===== src/rtl/core/elevation_grid_mean_map_assert.svh =====
// Assertion macros for the elevation grid map RTL.
// Needs nothing else; included by egmm_ctrl, which checks its own control.
`ifndef ELEVATION_GRID_MEAN_MAP_ASSERT_SVH
`define ELEVATION_GRID_MEAN_MAP_ASSERT_SVH

// same-cycle implication, off while reset is held
`define EGMM_ASSERT_IMPL(lbl, clk, rst_n, ante, cons, msg) \
    lbl: assert property (@(posedge clk) disable iff (!(rst_n)) (ante) |-> (cons)) \
        else $error(msg);

// next-cycle implication, off while reset is held
`define EGMM_ASSERT_NEXT(lbl, clk, rst_n, ante, cons, msg) \
    lbl: assert property (@(posedge clk) disable iff (!(rst_n)) (ante) |=> (cons)) \
        else $error(msg);

`endif


===== src/rtl/core/egmm_pkg.sv =====
// Shared constants, opcodes and controller/datapath bundles of the elevation grid map.
// No dependencies; every RTL module refers to it by scoped names.
`default_nettype none

package egmm_pkg;

    localparam int GRID_SIZE       = 400;
    localparam int COUNT_WIDTH     = 18;
    localparam int CELL_MM         = 10;
    localparam int CELL_TOTAL      = GRID_SIZE * GRID_SIZE;
    localparam int HALF_SPAN       = GRID_SIZE * CELL_MM / 2;
    localparam int FULL_SPAN       = GRID_SIZE * CELL_MM;
    localparam int COL_SHIFT_MM    = (GRID_SIZE / 2) * CELL_MM;
    localparam int SUM_WIDTH       = COUNT_WIDTH + 16;
    localparam int ENTRY_WIDTH     = SUM_WIDTH + COUNT_WIDTH;
    localparam int ADDR_WIDTH      = $clog2(CELL_TOTAL);
    localparam int COORD_WIDTH     = 9;
    localparam int COORD_IN_WIDTH  = 16;
    localparam int MEAN_WIDTH      = 16;
    localparam int OUT_COUNT_WIDTH = 18;
    localparam int THR_WIDTH       = 15;
    localparam int PROD_WIDTH      = THR_WIDTH + COUNT_WIDTH;
    localparam int CMP_WIDTH       = SUM_WIDTH + 1;
    localparam int DIV_CNT_WIDTH   = $clog2(SUM_WIDTH + 1);

    localparam logic [THR_WIDTH-1:0]   THR_RESET = THR_WIDTH'(100);
    localparam logic [COUNT_WIDTH-1:0] COUNT_MAX = '1;

    // floor(v / CELL_MM) for any 16-bit unsigned v: (v * BIN_RECIP) >> BIN_SHIFT
    localparam int               BIN_RECIP_WIDTH = 17;
    localparam int               BIN_PROD_WIDTH  = COORD_IN_WIDTH + BIN_RECIP_WIDTH;
    localparam int               BIN_SHIFT       = 19;
    localparam int               QUOT_WIDTH      = BIN_PROD_WIDTH - BIN_SHIFT;
    localparam logic [BIN_RECIP_WIDTH-1:0] BIN_RECIP = BIN_RECIP_WIDTH'(52429);

    typedef logic [1:0] t_opcode;
    localparam t_opcode OP_CLEAR = 2'd0;
    localparam t_opcode OP_ADD   = 2'd1;
    localparam t_opcode OP_READ  = 2'd2;

    typedef struct packed {
        logic capture;
        logic bin;
        logic addr;
        logic rd;
        logic modify;
        logic div_start;
        logic clr_run;
        logic load_out;
    } t_cmd;

    typedef struct packed {
        logic clr_last;
        logic div_busy;
        logic out_free;
    } t_sts;

endpackage

`default_nettype wire


===== src/rtl/core/egmm_ctrl.sv =====
// Sequencer of the elevation grid map: clear sweep, bin, cell read-modify-write, divide, report.
// Depends on egmm_pkg (opcodes, command and status bundles) and the assertion macro header.
`default_nettype none
`include "elevation_grid_mean_map_assert.svh"

module egmm_ctrl (
    input  wire logic              i_clk,
    input  wire logic              i_rst_n,
    input  wire logic              i_valid,
    input  wire egmm_pkg::t_opcode i_opcode,
    input  wire egmm_pkg::t_sts    i_sts,
    output logic                   o_stall,
    output egmm_pkg::t_cmd         o_cmd
);

    localparam logic [3:0] ST_IDLE = 4'd0;
    localparam logic [3:0] ST_CLR  = 4'd1;
    localparam logic [3:0] ST_BIN  = 4'd2;
    localparam logic [3:0] ST_ADDR = 4'd3;
    localparam logic [3:0] ST_READ = 4'd4;
    localparam logic [3:0] ST_MOD  = 4'd5;
    localparam logic [3:0] ST_PREP = 4'd6;
    localparam logic [3:0] ST_DIV  = 4'd7;
    localparam logic [3:0] ST_DONE = 4'd8;

    logic [3:0] r_state, n_state;
    logic       r_pend, n_pend;

    always_comb begin
        n_state = r_state;
        n_pend  = r_pend;
        o_cmd   = '0;
        unique case (r_state)
            ST_IDLE: begin
                if (i_valid) begin
                    o_cmd.capture = 1'b1;
                    if (i_opcode == egmm_pkg::OP_CLEAR) begin
                        n_state = ST_CLR;
                        n_pend  = 1'b1;
                    end else begin
                        n_state = ST_BIN;
                    end
                end
            end
            ST_CLR: begin
                o_cmd.clr_run = 1'b1;
                // the sweep after reset has no beat to report
                if (i_sts.clr_last) begin
                    n_state = r_pend ? ST_DONE : ST_IDLE;
                end
            end
            ST_BIN: begin
                o_cmd.bin = 1'b1;
                n_state   = ST_ADDR;
            end
            ST_ADDR: begin
                o_cmd.addr = 1'b1;
                n_state    = ST_READ;
            end
            ST_READ: begin
                o_cmd.rd = 1'b1;
                n_state  = ST_MOD;
            end
            ST_MOD: begin
                o_cmd.modify = 1'b1;
                n_state      = ST_PREP;
            end
            ST_PREP: begin
                o_cmd.div_start = 1'b1;
                n_state         = ST_DIV;
            end
            ST_DIV: begin
                if (!i_sts.div_busy) begin
                    n_state = ST_DONE;
                end
            end
            ST_DONE: begin
                if (i_sts.out_free) begin
                    o_cmd.load_out = 1'b1;
                    n_pend         = 1'b0;
                    n_state        = ST_IDLE;
                end
            end
            default: begin
                n_state = ST_IDLE;
            end
        endcase
    end

    always_ff @(posedge i_clk) begin
        if (!i_rst_n) begin
            r_state <= ST_CLR;
            r_pend  <= 1'b0;
        end else begin
            r_state <= n_state;
            r_pend  <= n_pend;
        end
    end

    assign o_stall = (r_state != ST_IDLE);

    `EGMM_ASSERT_IMPL(a_load_only_when_free, i_clk, i_rst_n, o_cmd.load_out, i_sts.out_free, "result loaded over an untaken beat")
    `EGMM_ASSERT_NEXT(a_clear_starts_sweep, i_clk, i_rst_n, (r_state == ST_IDLE) && i_valid && (i_opcode == egmm_pkg::OP_CLEAR), (r_state == ST_CLR) && r_pend, "clear beat did not start the sweep")
    `EGMM_ASSERT_IMPL(a_div_idle_at_done, i_clk, i_rst_n, r_state == ST_DONE, !i_sts.div_busy, "reporting while the divider still runs")

endmodule

`default_nettype wire


===== config.mk =====
export PLATFORM = sky130hd
export DESIGN_NAME = egmm_ctrl
export DESIGN_NICKNAME = d
export VERILOG_FILES = /design/src/rtl/core/egmm_pkg.sv /design/src/rtl/core/egmm_ctrl.sv
export VERILOG_INCLUDE_DIRS = /design/src /design/src/rtl/core
export SDC_FILE = /design/constraint.sdc
export NUM_CORES = 1
export LEC_CHECK = 0
export ABC_AREA = 1
export BUFFER_PORTS_ARGS = -buffer_cell sky130_fd_sc_hd__buf_2
export CORE_MARGIN = 3
export CORE_UTILIZATION = 30
export CTS_BUF_LIST = sky130_fd_sc_hd__clkbuf_4 sky130_fd_sc_hd__clkbuf_8 sky130_fd_sc_hd__clkbuf_16
export DETAILED_ROUTE_END_ITERATION = 7
export GPL_ROUTABILITY_DRIVEN = 1
export PLACE_DENSITY = 0.59
export SYNTH_ARGS = -nofsm -noshare
export SYNTH_HDL_FRONTEND = slang
export SYNTH_SLANG_ARGS = --single-unit
export TNS_END_PERCENT = 30

===== constraint.sdc =====
create_clock -name i_clk -period 1.6 [get_ports i_clk]
set_input_delay 0.32 -clock i_clk [delete_from_list [all_inputs] [get_ports i_clk]]
set_output_delay 0.32 -clock i_clk [all_outputs]
set_load 0.03 [all_outputs]

==> reports/qor.csv <==
stage,metric,value,unit
final_layout,share of post-route cells with drive strength above 1,38.0,%
placed_design,port bufs,16,
global_route,vias in the first global route,380,
timing,hold slack,0.329,ns
clocking,"Reg clk slew, reported paths",0.04,ns
timing,hold violation count in the final report,0,
yosys,library cells used by synthesis,15,
routing,First-pass DRT Iterations,4,
clocking,clk sink count,5,
routing,DRC,0,
floorplanning,Rows,12,
placed_design,global placer's final weighted congestion,0.775,
clocking,CTS Buf Count,3,
final_layout,Area Growth Syn to Fin,38.0,%
final_layout,storage element area,105,sq um
yosys,post-synthesis sequential area ratio,25.3,%
global_route,Overflow after GRT,0,
power_and_ir_drop,VDD IR max,0.000424,V
timing,post-route clock period utilization,97.0,%
final_layout,Non-Filler Instances,106,
worst_setup_path,CP required,1.28,ns
timing,"Slew Viols, Final",0,
timing,unrepaired setup endpoints after global routing,yes,
worst_setup_path,Crit. Startpoint,r_state[3],
routing,DRT iter0 DRCs,13,
yosys,Ys Warns,0,
final_layout,n_diodes,0,
worst_setup_path,Reg-to-Reg Start,r_state[1],
global_route,pin count of the biggest net entering global routing,8,
placed_design,Post-DP Area,493,sq um
worst_setup_path,Setup crit start kind,register,
yosys,"top cells by area, synth","dfxtp_1, nand2_1, inv_1",
floorplanning,core area,1170,sq um
worst_setup_path,Setup crit end kind,output port,
worst_setup_path,register-to-register setup slack,0.44,ns
worst_hold_path,Hold Crit Class,input pin to register,
timing,Worst Max-Slew Pin Slew,0.205,ns
worst_setup_path,slowest cell on the critical path,dfxtp_2,
clocking,CTS max path bufs,2,
worst_setup_path,crit path kind,register to output port,
floorplanning,die area,1790,sq um
worst_setup_path,ordered list of cells on the worst path,"nor2_4, and2_1, inv_2, nor2_1, buf_2",
yosys,Mapped Cells,71,
routing,Avg WL per Cell,8.69,um
global_route,first-pass GRT wire length,1490,um
routing,routed vias/inst,4.55,
power_and_ir_drop,Pleak,0.329,nW
routing,post-route antenna net violation count,0,
final_layout,Finished Cell Area,546,sq um
routing,DRT Wirelength,921,um
final_layout,Multi-input gate area,235,sq um
worst_setup_path,Worst Path Buf+Inv,2,
final_layout,fin nets,101,
floorplanning,IO Count,17,
floorplanning,Die H,42.3,um
global_route,total track usage,11.6,%
status,outcome,finished clean,
timing,Final Critical Period,1.55,ns
global_route,antenna violations before repair,0,
clocking,Post-CTS Hold Fix Bufs,0,
placed_design,DP Wirelength,743,um
worst_setup_path,"slowest stage delay, CP",0.34,ns
clocking,later-pin clock latency in the skew report,0.25,ns
worst_setup_path,number of stages on the worst setup path,5,
routing,Vias,482,
timing,Slew Limit Headroom,86.2,%
floorplanning,Die Width,42.3,um
yosys,"Net Count, Synth",79,
worst_setup_path,CP top delay family,simple AND/OR/NAND/NOR gates,
yosys,Synth top area share,25.3,%
yosys,#FFs+latches synth,5,
timing,achievable frequency,644,MHz
clocking,H-tree Lvls,1,
worst_setup_path,CP Capture Point,o_cmd[7],
yosys,dominant cell type by area after synthesis,dfxtp_1,
worst_setup_path,CP max FO,7,
worst_setup_path,reg2reg end,r_state[3],
floorplanning,Initial Util,33.8,%
yosys,Syn Area/Cell,5.57,sq um
yosys,synthesized area,395,sq um
placed_design,Placed Instances,101,
final_layout,fill count,132,
worst_setup_path,R2R depth,7,
timing,endpoints failing setup,0,
clocking,CTS root buffer,clkbuf_4,
power_and_ir_drop,pwr dens,1090,nW/um^2
clocking,CTS tree,yes,
run,max cap viols,0,
worst_setup_path,Worst Path Arrival,1.23,ns
timing,Setup Skew,0.00540,ns
## routing by layer
metal	GRT usage (%)	part of all wire (%)	vias up
met5	0	0	-
met3	6.87	7.2	4
met4	9.32	3.8	0
met2	16.7	48	19
li1	-	-	256
met1	12.0	41	203
## final cells by class
| cell class | count | share of cell area (%) |
|---|---|---|
| tap | 14 | 3.21 |
| clock buffer | 4 | 5.50 |
| multi-input combinational | 48 | 43.1 |
| sequential | 5 | 19.3 |
| inverter | 18 | 12.4 |
| timing repair buffer | 17 | 16.5 |
## synthesized netlist by cell type
cell type,count
nor2_4,1
and2_1,1
o21ai_0,2
nand3_1,7
nand3_2,1
nor2_1,11
inv_1,15
inv_2,3
a31oi_1,1
a21oi_1,2
nor2_2,3
o22ai_1,1
o21ai_2,1
dfxtp_1,5
nand2_1,17
## cell families (layout without fill, tap and decap cells)
kind of cell	count (synthesis)	in the layout	share of synthesized area, %
simple gates	41	41	47.2
buf+inv	18	39	17.1
compound gates	7	7	10.4
flops	5	5	25.3
## power by group
| part | total, mW | leakage [nW] | internal (mW) | switching [mW] |
|---|---|---|---|---|
| combinational | 0.256 | 0.269 | 0.0881 | 0.167 |
| clock | 0.167 | 0.0184 | 0.111 | 0.0559 |
| sequential | 0.171 | 0.0423 | 0.146 | 0.0249 |
| total | 0.594 | 0.329 | 0.346 | 0.248 |
## per-stage QoR
stage | power, mW | TNS (ns) | utilization [%] | setup slack, ns
2_1_floorplan | 0.351 | 0 | - | 0.0329
3_3_place_gp | 0.412 | 0 | 42.1 | 0.191
3_5_place_dp | 0.410 | 0 | 42.1 | 0.171
4_1_cts | 0.592 | 0 | 45.7 | 0.0100
5_1_grt | 0.644 | -0.0806 | 46.6 | -0.0403
6_report | 0.594 | 0 | 46.6 | 0.0476
## cells in the final DEF, fill, tap and decap left out
master / Yosys / routed
clkbuf_4: 0 / 5
o21ai_0: 2 / 2
nand3_2: 1 / 1
nand2_1: 17 / 17
buf_4: 0 / 1
nor2_4: 1 / 2
buf_2: 0 / 15
o21ai_2: 1 / 1
dfxtp_1: 5 / 1
a21oi_1: 2 / 2
nor2_1: 11 / 10
dfxtp_2: 0 / 4
a31oi_1: 1 / 1
and2_1: 1 / 1
o22ai_1: 1 / 1
inv_1: 15 / 15
inv_2: 3 / 3
nand3_1: 7 / 7
nor2_2: 3 / 3
## worst reg2reg max path: stages (launching register included)
cell and delay [ns]:
dfxtp_2 0.41, nor2_4 0.06, buf_4 0.14, nand3_1 0.07, nand2_1 0.08, nor2_2 0.15, nand2_1 0.07, a21oi_1 0.11
## how the worst min path moves through the flow
stage / startpoint / depth (start not counted) / to / slack, ns
2_1_floorplan: r_pend / 2 / r_pend / 0.44
3_3_place_gp: r_pend / 2 / r_pend / 0.47
3_5_place_dp: r_pend / 2 / r_pend / 0.47
4_1_cts: i_rst_n / 3 / r_pend / 0.33
5_1_grt: i_rst_n / 3 / r_pend / 0.34
6_report: i_rst_n / 3 / r_pend / 0.33
## registers in the layout, summed over array words and instances (netlist names)
signal,count
r_pend,1
r_state,4
## what timing repair did
item	in CTS	in global routing
hold endpoints to repair	0	0
endpoints found under the setup margin	2	6
pin swaps	1	0
setup buffers	1	0
resized for setup	1	6
Power figures use the tool's default switching activity.
